[config.mk]
export PLATFORM = sky130hd
export DESIGN_NAME = vnf_ctrl
export DESIGN_NICKNAME = d
export VERILOG_FILES = /design/src/design/vnf_pkg.sv /design/src/design/vnf_ctrl.sv
export SDC_FILE = /design/constraint.sdc
export NUM_CORES = 1
export LEC_CHECK = 0
export BUFFER_PORTS_ARGS = -buffer_cell sky130_fd_sc_hd__buf_2
export CAP_MARGIN = 20
export CELL_PAD_IN_SITES_DETAIL_PLACEMENT = 1
export CELL_PAD_IN_SITES_GLOBAL_PLACEMENT = 1
export CORE_MARGIN = 2
export CORE_UTILIZATION = 30
export DETAILED_ROUTE_END_ITERATION = 10
export PLACE_DENSITY_LB_ADDON = 0.25
export SLEW_MARGIN = 20
export SYNTH_ARGS = -nofsm -noshare
export SYNTH_HDL_FRONTEND = slang
export SYNTH_SLANG_ARGS = --single-unit
[constraint.sdc]
create_clock -name clk_i -period 4.36 [get_ports clk_i]
set_input_delay 0.654 -clock clk_i [delete_from_list [all_inputs] [get_ports clk_i]]
set_output_delay 0.654 -clock clk_i [all_outputs]
set_load 0.1 [all_outputs]
[src/design/vnf_pkg.sv]
// Shared types, constants and the micro-program of the fractal value noise sampler.
`timescale 1ns / 1ps
package vnf_pkg;

  // Field widths
  localparam int SEED_W   = 32;
  localparam int WORLD_W  = 48;
  localparam int HEIGHT_W = 25;
  localparam int CFG_W    = 5;

  // Noise configuration
  localparam int OCTAVES    = 4;
  localparam int MAX_LAYERS = 16;
  localparam int LAYERS_RST = 4;
  localparam int OCT_W      = (OCTAVES > 1) ? $clog2(OCTAVES) : 1;

  // Fixed-point constants (Q.24)
  localparam logic [63:0] QONE       = 64'd1 << 24;
  localparam logic [63:0] LIMIT      = 64'd1 << 54;
  localparam logic [63:0] SCALE_STEP = 64'd6207570;
  localparam logic [63:0] ROT_C      = 64'd9473001;
  localparam logic [63:0] ROT_S      = 64'd13846921;
  localparam logic [31:0] SALT_BASE  = 32'h9E3779B9;
  localparam logic [31:0] SALT_STEP  = 32'h85EBCA6B;
  localparam logic [63:0] OCT_MASK   = (64'd1 << OCTAVES) - 64'd1;

  // Divider sizing: sum < layers * (2^OCTAVES - 1) * 2^24
  localparam int SUM_W   = CFG_W + OCTAVES + 24;
  localparam int DVD_W   = SUM_W + 9;
  localparam int DVS_W   = CFG_W + OCTAVES + 8;
  localparam int DCNT_W  = $clog2(DVD_W + 1);
  localparam int HSCALE  = 400;

  // Register file
  localparam int RF_AW = 4;
  localparam int RF_N  = 1 << RF_AW;
  localparam logic [RF_AW-1:0] R_BX   = 4'd0;
  localparam logic [RF_AW-1:0] R_BY   = 4'd1;
  localparam logic [RF_AW-1:0] R_X    = 4'd2;
  localparam logic [RF_AW-1:0] R_Y    = 4'd3;
  localparam logic [RF_AW-1:0] R_SUM  = 4'd4;
  localparam logic [RF_AW-1:0] R_KEY  = 4'd5;
  localparam logic [RF_AW-1:0] R_CELL = 4'd6;
  localparam logic [RF_AW-1:0] R_T    = 4'd7;
  localparam logic [RF_AW-1:0] R_A    = 4'd8;
  localparam logic [RF_AW-1:0] R_B    = 4'd9;
  localparam logic [RF_AW-1:0] R_U    = 4'd10;
  localparam logic [RF_AW-1:0] R_V    = 4'd11;
  localparam logic [RF_AW-1:0] R_N00  = 4'd12;
  localparam logic [RF_AW-1:0] R_N10  = 4'd13;
  localparam logic [RF_AW-1:0] R_N01  = 4'd14;
  localparam logic [RF_AW-1:0] R_N11  = 4'd15;

  // Datapath operations
  typedef enum logic [4:0] {
    OP_WORLD, OP_CONST, OP_SCALE, OP_MULQ, OP_MULQS, OP_MULLO, OP_ADD, OP_SUB,
    OP_XS30, OP_XS27, OP_XS31, OP_TOP24, OP_SALTKEY, OP_CELL, OP_CORNIN,
    OP_FRAC, OP_ACCSH, OP_DBLSAT
  } op_e;

  // Constant operands
  typedef enum logic [3:0] {
    K_ZERO, K_GOLD, K_M1, K_M2, K_SIX, K_Q15, K_Q10, K_ROTC, K_ROTS
  } k_e;

  typedef struct packed {
    op_e              op;
    logic [RF_AW-1:0] dst;
    logic [RF_AW-1:0] ra;
    logic [RF_AW-1:0] rb;
    logic             bk;
    k_e               k;
    logic [1:0]       imm;
  } uop_t;

  // Micro-program layout
  localparam int PC_W         = 7;
  localparam logic [PC_W-1:0] PC_INIT      = 7'd0;
  localparam logic [PC_W-1:0] PC_INIT_END  = 7'd2;
  localparam logic [PC_W-1:0] PC_LAYER     = 7'd3;
  localparam logic [PC_W-1:0] PC_LAYER_END = 7'd5;
  localparam logic [PC_W-1:0] PC_OCT       = 7'd6;
  localparam logic [PC_W-1:0] PC_OCT_END   = 7'd75;

  typedef struct packed {
    logic             cap;
    logic             rd;
    logic             ex;
    logic             wb;
    logic             div_start;
    logic             out_load;
    uop_t             uop;
    logic [CFG_W-1:0] layer;
    logic [OCT_W-1:0] oct;
    logic [CFG_W-1:0] layers;
  } dp_cmd_t;

  typedef struct packed {
    logic mul_done;
    logic div_done;
  } dp_sts_t;

  function automatic logic [63:0] kval(k_e k);
    logic [63:0] v;
    unique case (k)
      K_ZERO:  v = 64'd0;
      K_GOLD:  v = 64'h9E3779B97F4A7C15;
      K_M1:    v = 64'hBF58476D1CE4E5B9;
      K_M2:    v = 64'h94D049BB133111EB;
      K_SIX:   v = 64'd6;
      K_Q15:   v = QONE * 64'd15;
      K_Q10:   v = QONE * 64'd10;
      K_ROTC:  v = ROT_C;
      K_ROTS:  v = ROT_S;
      default: v = 64'd0;
    endcase
    return v;
  endfunction

  function automatic logic is_mul(op_e op);
    return (op == OP_MULQ) || (op == OP_MULQS) || (op == OP_MULLO);
  endfunction

  function automatic uop_t mk(op_e op, logic [RF_AW-1:0] dst, logic [RF_AW-1:0] ra,
                              logic [RF_AW-1:0] rb, logic bk, k_e k, logic [1:0] imm);
    uop_t u;
    u.op  = op;
    u.dst = dst;
    u.ra  = ra;
    u.rb  = rb;
    u.bk  = bk;
    u.k   = k;
    u.imm = imm;
    return u;
  endfunction

  // Micro-program: init, per-layer prologue, per-octave body
  function automatic uop_t prog(logic [PC_W-1:0] pc);
    uop_t u;
    unique case (pc)
      // init
      7'd0:  u = mk(OP_WORLD,   R_BX,   R_BX,   R_BX,  1'b0, K_ZERO, 2'd0);
      7'd1:  u = mk(OP_WORLD,   R_BY,   R_BY,   R_BY,  1'b0, K_ZERO, 2'd1);
      7'd2:  u = mk(OP_CONST,   R_SUM,  R_SUM,  R_SUM, 1'b1, K_ZERO, 2'd0);
      // layer prologue
      7'd3:  u = mk(OP_SCALE,   R_T,    R_T,    R_T,   1'b0, K_ZERO, 2'd0);
      7'd4:  u = mk(OP_MULQS,   R_X,    R_BX,   R_T,   1'b0, K_ZERO, 2'd0);
      7'd5:  u = mk(OP_MULQS,   R_Y,    R_BY,   R_T,   1'b0, K_ZERO, 2'd0);
      // octave key
      7'd6:  u = mk(OP_SALTKEY, R_KEY,  R_KEY,  R_KEY, 1'b0, K_ZERO, 2'd0);
      7'd7:  u = mk(OP_ADD,     R_KEY,  R_KEY,  R_KEY, 1'b1, K_GOLD, 2'd0);
      7'd8:  u = mk(OP_XS30,    R_KEY,  R_KEY,  R_KEY, 1'b0, K_ZERO, 2'd0);
      7'd9:  u = mk(OP_MULLO,   R_KEY,  R_KEY,  R_KEY, 1'b1, K_M1,   2'd0);
      7'd10: u = mk(OP_XS27,    R_KEY,  R_KEY,  R_KEY, 1'b0, K_ZERO, 2'd0);
      7'd11: u = mk(OP_MULLO,   R_KEY,  R_KEY,  R_KEY, 1'b1, K_M2,   2'd0);
      7'd12: u = mk(OP_XS31,    R_KEY,  R_KEY,  R_KEY, 1'b0, K_ZERO, 2'd0);
      7'd13: u = mk(OP_CELL,    R_CELL, R_X,    R_Y,   1'b0, K_ZERO, 2'd0);
      // corner 00
      7'd14: u = mk(OP_CORNIN,  R_N00,  R_CELL, R_KEY, 1'b0, K_ZERO, 2'd0);
      7'd15: u = mk(OP_ADD,     R_N00,  R_N00,  R_N00, 1'b1, K_GOLD, 2'd0);
      7'd16: u = mk(OP_XS30,    R_N00,  R_N00,  R_N00, 1'b0, K_ZERO, 2'd0);
      7'd17: u = mk(OP_MULLO,   R_N00,  R_N00,  R_N00, 1'b1, K_M1,   2'd0);
      7'd18: u = mk(OP_XS27,    R_N00,  R_N00,  R_N00, 1'b0, K_ZERO, 2'd0);
      7'd19: u = mk(OP_MULLO,   R_N00,  R_N00,  R_N00, 1'b1, K_M2,   2'd0);
      7'd20: u = mk(OP_TOP24,   R_N00,  R_N00,  R_N00, 1'b0, K_ZERO, 2'd0);
      // corner 10
      7'd21: u = mk(OP_CORNIN,  R_N10,  R_CELL, R_KEY, 1'b0, K_ZERO, 2'd1);
      7'd22: u = mk(OP_ADD,     R_N10,  R_N10,  R_N10, 1'b1, K_GOLD, 2'd0);
      7'd23: u = mk(OP_XS30,    R_N10,  R_N10,  R_N10, 1'b0, K_ZERO, 2'd0);
      7'd24: u = mk(OP_MULLO,   R_N10,  R_N10,  R_N10, 1'b1, K_M1,   2'd0);
      7'd25: u = mk(OP_XS27,    R_N10,  R_N10,  R_N10, 1'b0, K_ZERO, 2'd0);
      7'd26: u = mk(OP_MULLO,   R_N10,  R_N10,  R_N10, 1'b1, K_M2,   2'd0);
      7'd27: u = mk(OP_TOP24,   R_N10,  R_N10,  R_N10, 1'b0, K_ZERO, 2'd0);
      // corner 01
      7'd28: u = mk(OP_CORNIN,  R_N01,  R_CELL, R_KEY, 1'b0, K_ZERO, 2'd2);
      7'd29: u = mk(OP_ADD,     R_N01,  R_N01,  R_N01, 1'b1, K_GOLD, 2'd0);
      7'd30: u = mk(OP_XS30,    R_N01,  R_N01,  R_N01, 1'b0, K_ZERO, 2'd0);
      7'd31: u = mk(OP_MULLO,   R_N01,  R_N01,  R_N01, 1'b1, K_M1,   2'd0);
      7'd32: u = mk(OP_XS27,    R_N01,  R_N01,  R_N01, 1'b0, K_ZERO, 2'd0);
      7'd33: u = mk(OP_MULLO,   R_N01,  R_N01,  R_N01, 1'b1, K_M2,   2'd0);
      7'd34: u = mk(OP_TOP24,   R_N01,  R_N01,  R_N01, 1'b0, K_ZERO, 2'd0);
      // corner 11
      7'd35: u = mk(OP_CORNIN,  R_N11,  R_CELL, R_KEY, 1'b0, K_ZERO, 2'd3);
      7'd36: u = mk(OP_ADD,     R_N11,  R_N11,  R_N11, 1'b1, K_GOLD, 2'd0);
      7'd37: u = mk(OP_XS30,    R_N11,  R_N11,  R_N11, 1'b0, K_ZERO, 2'd0);
      7'd38: u = mk(OP_MULLO,   R_N11,  R_N11,  R_N11, 1'b1, K_M1,   2'd0);
      7'd39: u = mk(OP_XS27,    R_N11,  R_N11,  R_N11, 1'b0, K_ZERO, 2'd0);
      7'd40: u = mk(OP_MULLO,   R_N11,  R_N11,  R_N11, 1'b1, K_M2,   2'd0);
      7'd41: u = mk(OP_TOP24,   R_N11,  R_N11,  R_N11, 1'b0, K_ZERO, 2'd0);
      // fade in x
      7'd42: u = mk(OP_FRAC,    R_T,    R_X,    R_X,   1'b0, K_ZERO, 2'd0);
      7'd43: u = mk(OP_MULLO,   R_A,    R_T,    R_T,   1'b1, K_SIX,  2'd0);
      7'd44: u = mk(OP_SUB,     R_A,    R_A,    R_A,   1'b1, K_Q15,  2'd0);
      7'd45: u = mk(OP_MULQ,    R_A,    R_T,    R_A,   1'b0, K_ZERO, 2'd0);
      7'd46: u = mk(OP_ADD,     R_A,    R_A,    R_A,   1'b1, K_Q10,  2'd0);
      7'd47: u = mk(OP_MULQ,    R_B,    R_T,    R_T,   1'b0, K_ZERO, 2'd0);
      7'd48: u = mk(OP_MULQ,    R_B,    R_B,    R_T,   1'b0, K_ZERO, 2'd0);
      7'd49: u = mk(OP_MULQ,    R_U,    R_B,    R_A,   1'b0, K_ZERO, 2'd0);
      // fade in y
      7'd50: u = mk(OP_FRAC,    R_T,    R_Y,    R_Y,   1'b0, K_ZERO, 2'd0);
      7'd51: u = mk(OP_MULLO,   R_A,    R_T,    R_T,   1'b1, K_SIX,  2'd0);
      7'd52: u = mk(OP_SUB,     R_A,    R_A,    R_A,   1'b1, K_Q15,  2'd0);
      7'd53: u = mk(OP_MULQ,    R_A,    R_T,    R_A,   1'b0, K_ZERO, 2'd0);
      7'd54: u = mk(OP_ADD,     R_A,    R_A,    R_A,   1'b1, K_Q10,  2'd0);
      7'd55: u = mk(OP_MULQ,    R_B,    R_T,    R_T,   1'b0, K_ZERO, 2'd0);
      7'd56: u = mk(OP_MULQ,    R_B,    R_B,    R_T,   1'b0, K_ZERO, 2'd0);
      7'd57: u = mk(OP_MULQ,    R_V,    R_B,    R_A,   1'b0, K_ZERO, 2'd0);
      // bilinear blend
      7'd58: u = mk(OP_SUB,     R_T,    R_N10,  R_N00, 1'b0, K_ZERO, 2'd0);
      7'd59: u = mk(OP_MULQ,    R_T,    R_U,    R_T,   1'b0, K_ZERO, 2'd0);
      7'd60: u = mk(OP_ADD,     R_N00,  R_N00,  R_T,   1'b0, K_ZERO, 2'd0);
      7'd61: u = mk(OP_SUB,     R_T,    R_N11,  R_N01, 1'b0, K_ZERO, 2'd0);
      7'd62: u = mk(OP_MULQ,    R_T,    R_U,    R_T,   1'b0, K_ZERO, 2'd0);
      7'd63: u = mk(OP_ADD,     R_N01,  R_N01,  R_T,   1'b0, K_ZERO, 2'd0);
      7'd64: u = mk(OP_SUB,     R_T,    R_N01,  R_N00, 1'b0, K_ZERO, 2'd0);
      7'd65: u = mk(OP_MULQ,    R_T,    R_V,    R_T,   1'b0, K_ZERO, 2'd0);
      7'd66: u = mk(OP_ADD,     R_N00,  R_N00,  R_T,   1'b0, K_ZERO, 2'd0);
      7'd67: u = mk(OP_ACCSH,   R_SUM,  R_SUM,  R_N00, 1'b0, K_ZERO, 2'd0);
      // rotate and double
      7'd68: u = mk(OP_MULQ,    R_A,    R_X,    R_X,   1'b1, K_ROTC, 2'd0);
      7'd69: u = mk(OP_MULQ,    R_B,    R_Y,    R_Y,   1'b1, K_ROTS, 2'd0);
      7'd70: u = mk(OP_SUB,     R_A,    R_A,    R_B,   1'b0, K_ZERO, 2'd0);
      7'd71: u = mk(OP_MULQ,    R_B,    R_X,    R_X,   1'b1, K_ROTS, 2'd0);
      7'd72: u = mk(OP_MULQ,    R_T,    R_Y,    R_Y,   1'b1, K_ROTC, 2'd0);
      7'd73: u = mk(OP_ADD,     R_B,    R_B,    R_T,   1'b0, K_ZERO, 2'd0);
      7'd74: u = mk(OP_DBLSAT,  R_X,    R_A,    R_A,   1'b0, K_ZERO, 2'd0);
      7'd75: u = mk(OP_DBLSAT,  R_Y,    R_B,    R_B,   1'b0, K_ZERO, 2'd0);
      default: u = mk(OP_CONST, R_T,    R_T,    R_T,   1'b1, K_ZERO, 2'd0);
    endcase
    return u;
  endfunction

endpackage

[src/design/vnf_ctrl.sv]
// Controller: layer register, micro-program sequencer and channel handshakes.
`timescale 1ns / 1ps
module vnf_ctrl (
  input  logic                        clk_i,
  input  logic                        rst_ni,
  input  logic                        in_valid_i,
  output logic                        in_ready_o,
  output logic                        out_valid_o,
  input  logic                        out_ready_i,
  input  logic                        cfg_we_i,
  input  logic [vnf_pkg::CFG_W-1:0]   cfg_wdata_i,
  input  vnf_pkg::dp_sts_t            sts_i,
  output vnf_pkg::dp_cmd_t            cmd_o
);

  typedef enum logic [5:0] {
    S_IDLE = 6'b000001,
    S_READ = 6'b000010,
    S_EXEC = 6'b000100,
    S_MULW = 6'b001000,
    S_DIVS = 6'b010000,
    S_DIV  = 6'b100000
  } state_e;

  state_e state_q, state_d;
  logic [vnf_pkg::PC_W-1:0]  pc_q, pc_d;
  logic [vnf_pkg::OCT_W-1:0] oct_q, oct_d;
  logic [vnf_pkg::CFG_W-1:0] layer_q, layer_d;
  logic [vnf_pkg::CFG_W-1:0] layers_q;
  logic                      out_valid_q, out_valid_d;
  logic                      accept, step_done, out_load;
  vnf_pkg::uop_t             uop;

  assign uop       = vnf_pkg::prog(pc_q);
  assign accept    = in_valid_i && (state_q == S_IDLE);
  assign step_done = ((state_q == S_EXEC) && !vnf_pkg::is_mul(uop.op))
                  || ((state_q == S_MULW) && sts_i.mul_done);
  assign out_load  = (state_q == S_DIV) && sts_i.div_done && !out_valid_q;

  // Layer count register, clamped on write
  always_ff @(posedge clk_i or negedge rst_ni) begin
    if (!rst_ni) begin
      layers_q <= vnf_pkg::CFG_W'(vnf_pkg::LAYERS_RST);
    end else if (cfg_we_i) begin
      if (cfg_wdata_i == '0) layers_q <= vnf_pkg::CFG_W'(1);
      else if (32'(cfg_wdata_i) > vnf_pkg::MAX_LAYERS)
        layers_q <= vnf_pkg::CFG_W'(vnf_pkg::MAX_LAYERS);
      else layers_q <= cfg_wdata_i;
    end
  end

  // Sequence the program and the loops
  always_comb begin
    state_d     = state_q;
    pc_d        = pc_q;
    oct_d       = oct_q;
    layer_d     = layer_q;
    out_valid_d = out_valid_q;
    if (out_valid_q && out_ready_i) out_valid_d = 1'b0;
    unique case (state_q)
      S_IDLE: begin
        if (accept) begin
          pc_d    = vnf_pkg::PC_INIT;
          oct_d   = '0;
          layer_d = '0;
          state_d = S_READ;
        end
      end
      S_READ: state_d = S_EXEC;
      S_EXEC, S_MULW: begin
        if (vnf_pkg::is_mul(uop.op) && (state_q == S_EXEC)) state_d = S_MULW;
        if (step_done) begin
          state_d = S_READ;
          if (pc_q == vnf_pkg::PC_INIT_END) begin
            pc_d = vnf_pkg::PC_LAYER;
          end else if (pc_q == vnf_pkg::PC_LAYER_END) begin
            pc_d = vnf_pkg::PC_OCT;
          end else if (pc_q == vnf_pkg::PC_OCT_END) begin
            if (oct_q != vnf_pkg::OCT_W'(vnf_pkg::OCTAVES - 1)) begin
              oct_d = oct_q + vnf_pkg::OCT_W'(1);
              pc_d  = vnf_pkg::PC_OCT;
            end else if (layer_q != layers_q - vnf_pkg::CFG_W'(1)) begin
              oct_d   = '0;
              layer_d = layer_q + vnf_pkg::CFG_W'(1);
              pc_d    = vnf_pkg::PC_LAYER;
            end else begin
              state_d = S_DIVS;
            end
          end else begin
            pc_d = pc_q + vnf_pkg::PC_W'(1);
          end
        end
      end
      S_DIVS: state_d = S_DIV;
      S_DIV: begin
        if (out_load) begin
          out_valid_d = 1'b1;
          state_d     = S_IDLE;
        end
      end
      default: state_d = S_IDLE;
    endcase
  end

  always_ff @(posedge clk_i or negedge rst_ni) begin
    if (!rst_ni) begin
      state_q     <= S_IDLE;
      pc_q        <= '0;
      oct_q       <= '0;
      layer_q     <= '0;
      out_valid_q <= 1'b0;
    end else begin
      state_q     <= state_d;
      pc_q        <= pc_d;
      oct_q       <= oct_d;
      layer_q     <= layer_d;
      out_valid_q <= out_valid_d;
    end
  end

  // Drive the datapath commands
  always_comb begin
    cmd_o.cap       = accept;
    cmd_o.rd        = (state_q == S_READ);
    cmd_o.ex        = (state_q == S_EXEC);
    cmd_o.wb        = (state_q == S_MULW) && sts_i.mul_done;
    cmd_o.div_start = (state_q == S_DIVS);
    cmd_o.out_load  = out_load;
    cmd_o.uop       = uop;
    cmd_o.layer     = layer_q;
    cmd_o.oct       = oct_q;
    cmd_o.layers    = layers_q;
  end

  assign in_ready_o  = (state_q == S_IDLE);
  assign out_valid_o = out_valid_q;

endmodule

==> impl_metrics.toml <==
[synth]
synthFlopType = "sky130_fd_sc_hd__dfrtp_1"
ys_seq_area_share_pct = 18.1
ys_seq_elements = 26
post_synth_most_frequent_cells = "sky130_fd_sc_hd__nand2_1 (54), sky130_fd_sc_hd__o21ai_0 (52), sky130_fd_sc_hd__a21oi_1 (45)"
ys_async_sr_fraction_pct = 100
synth_area_um2 = 3600
netlist_top_cells_area = "sky130_fd_sc_hd__dfrtp_1 (17%), sky130_fd_sc_hd__o21ai_0 (7.2%), sky130_fd_sc_hd__ha_1 (6.6%)"
synth_area_leader_cell = "sky130_fd_sc_hd__dfrtp_1"
yosysTopAreaCellShare_pct = 16.7
syn_nets = 551
yosys.cell_count.top_type = "sky130_fd_sc_hd__nand2_1"
synth_edf_count = 0
synth.distinct_cells = 73
yosysWarningCount = 0
synthCells = 520
synth_area_per_cell_um2 = 6.92

[timing]
finalCriticalPeriod_ns = 3.67
final-setup-viol-count = 0
max_slew.worst_pin.slew_ns = 0.967
fin_crit_sh_pct = 84.1
fin_setup_tns_ns = 0
worst_slew_margin_rel_pct = 35.0
maxClockFrequency_mhz = 273
count_of_endpoints_failing_hold_in_the_final_timing_report = 0
timing_max_transition_violations_final = 0
finalClockSkew_ns = 0.00424
rsz_0062_raised_after_global_routing = "no"

[cts]
worstSkewPairLatency_ns = 0.26
tritoncts = "yes"
cts_clock_pin_slew_for_the_worst_setup_and_hold_paths_ns = 0.07
cts_hold_bufs = 0
cts_root_buffer = "sky130_fd_sc_hd__clkbuf_16"
cts_post_setup_buffers_inserted = 0
post_cts_resize_count = 0
cts_htree_levels = 1
clkSinkCount = 26
clock_tree.buffer_depth = 2
tritoncts.num_buffers = 3

[global_route]
grt_start_max_net_pins = 50
grt_usage_pct = 22.7
initial_antenna_violation_count = 0
grt_first_pass_wirelength_um = 23400
vias_in_the_first_global_route = 4203
globalRouteOverflowTotal = 0

[route]
remaining_drc_errors = 0
drt_first_pass_iters = 4
antenna_left = 0
number_of_vias_in_the_routed_layout = 4097
avgViaCountPerCell = 5.92
wl_per_cell_um = 20.9
drt_first_iter_violations = 349
wl_um = 14500

[status]
outcome = "finished clean"

[floorplan]
core_area_um2 = 11900
dieHeight_um = 114
design.die.area_um2 = 12900
io_pins = 56
start_util_pct = 30.3
die_w_um = 114
rows = 40

[setup_path]
crit_type = "register to primary output"
crit_required_ns = 3.71
start_kind = "register"
worst_setup_path_end_kind = "primary output"
worst_ep_arrival_time_ns = 3.01
cp_max_fo = 42

[place]
hpwlAfterDp_um = 10800
globalplace.congestion = 0.986
placed_cells = 688
port_buffers = 55

[hold_path]
worst_hold_path_type = "input port to async pin"

[cells_and_area]
n_antenna_cell = 0
final_cell_count_no_fill = 692
fin_nets = 577
drive_gt1_share_pct = 17.2
layout-area-overhead-vs-synth_pct = 12.9
final_core_utilization_pct = 34.3
n_fill_cell = 1505

[pwr]
ir_worst_vdd_uv = 473
p_total_w = 0.00114
p_leak_nw = 1.78
power_density_nw_per_um2 = 281

[run]
max_cap_violations = 0
-- worst max-delay path, stage by stage (launching register included) --
cell and delay [ns]:
sky130_fd_sc_hd__dfrtp_2 0.87, sky130_fd_sc_hd__nand2_2 0.34, sky130_fd_sc_hd__o31ai_1 0.60, sky130_fd_sc_hd__a31oi_1 0.08, sky130_fd_sc_hd__o31a_1 0.36, sky130_fd_sc_hd__inv_1 0.06, sky130_fd_sc_hd__buf_2 0.41
-- path summary, 6_finish.rpt --
path,from,end,slack (ns),depth (start not counted)
max reg2reg,pc_q[3],pc_q[4],0.88,9
max in group asynchronous,rst_ni,pc_q[3],3.54,1
min in group clk_i,out_ready_i,out_valid_o,0.57,2
min,rst_ni,layers_q[4],0.39,1
max,pc_q[3],cmd_o[33],0.69,6
min reg2reg,oct_q[0],oct_q[0],0.57,2
-- layer usage --
layer	up-vias	part of all wire, %	global-route usage, %
li1	1937	-	-
met1	1975	44	30.5
met2	150	48	38.0
met3	35	5.1	1.65
met4	0	3.2	9.11
met5	-	0	0
-- area by class of cell --
| class | instances | area, um^2 | area share [%] |
|---|---|---|---|
| inverter | 24 | 90.1 | 2.22 |
| tap | 147 | 184 | 4.52 |
| sequential | 26 | 656 | 16.1 |
| clock buffer | 3 | 75.1 | 1.85 |
| timing repair buffer | 68 | 398 | 9.79 |
| multi-input combinational | 423 | 2630 | 64.8 |
| clock inverter | 1 | 30.0 | 0.739 |
-- through the flow --
stage / cell area, um^2 / setup slack (ns) / hold WS (ns)
4_1_cts: 4070 / 0.764 / 0.408
3_3_place_gp: 3960 / 1.05 / 0.561
5_1_grt: 4070 / 0.566 / 0.440
2_1_floorplan: 3610 / -0.00840 / 0.358
3_5_place_dp: 3960 / 0.999 / 0.567
6_report: 4070 / 0.692 / 0.389
-- layout by cell type, fill, tap and decap left out, drive strengths merged, types with 13 or more instances in the layout --
cell    synthesis  layout
a21oi          45      45
inv            24      24
nand3          19      19
nor3           13      13
nor2           44      44
ha             19      19
nand2          55      55
nand2b         17      17
dfrtp          24      24
buf            26      68
o21ai          55      55
-- state kept, by name (all words and copies together), names as in the netlist --
signal,count
layer_q,5
layers_q,5
oct_q,2
out_valid_o,1
pc_q,7
state_q,6
-- where the power goes --
group / switching (W) / internal, W / leakage (nW)
Clock: 0.0000911 / 0.000183 / 0.0511
Sequential: 0.0000238 / 0.000263 / 0.346
Combinational: 0.000441 / 0.000140 / 1.38
-- logic make-up after synthesis --
| logic type | Yosys count | synth area share [%] |
|---|---|---|
| adder cells (fa/ha/maj) | 19 | 6.60 |
| multiplexers | 11 | 3.13 |
| flip-flops | 26 | 18.1 |
| XOR/XNOR | 10 | 2.43 |
| AND/OR/NAND/NOR | 197 | 27.4 |
| buffers and inverters | 71 | 9.04 |
| AO/OA/AOI/OAI | 186 | 33.3 |
No activity file was read; power rests on OpenSTA's default activity.
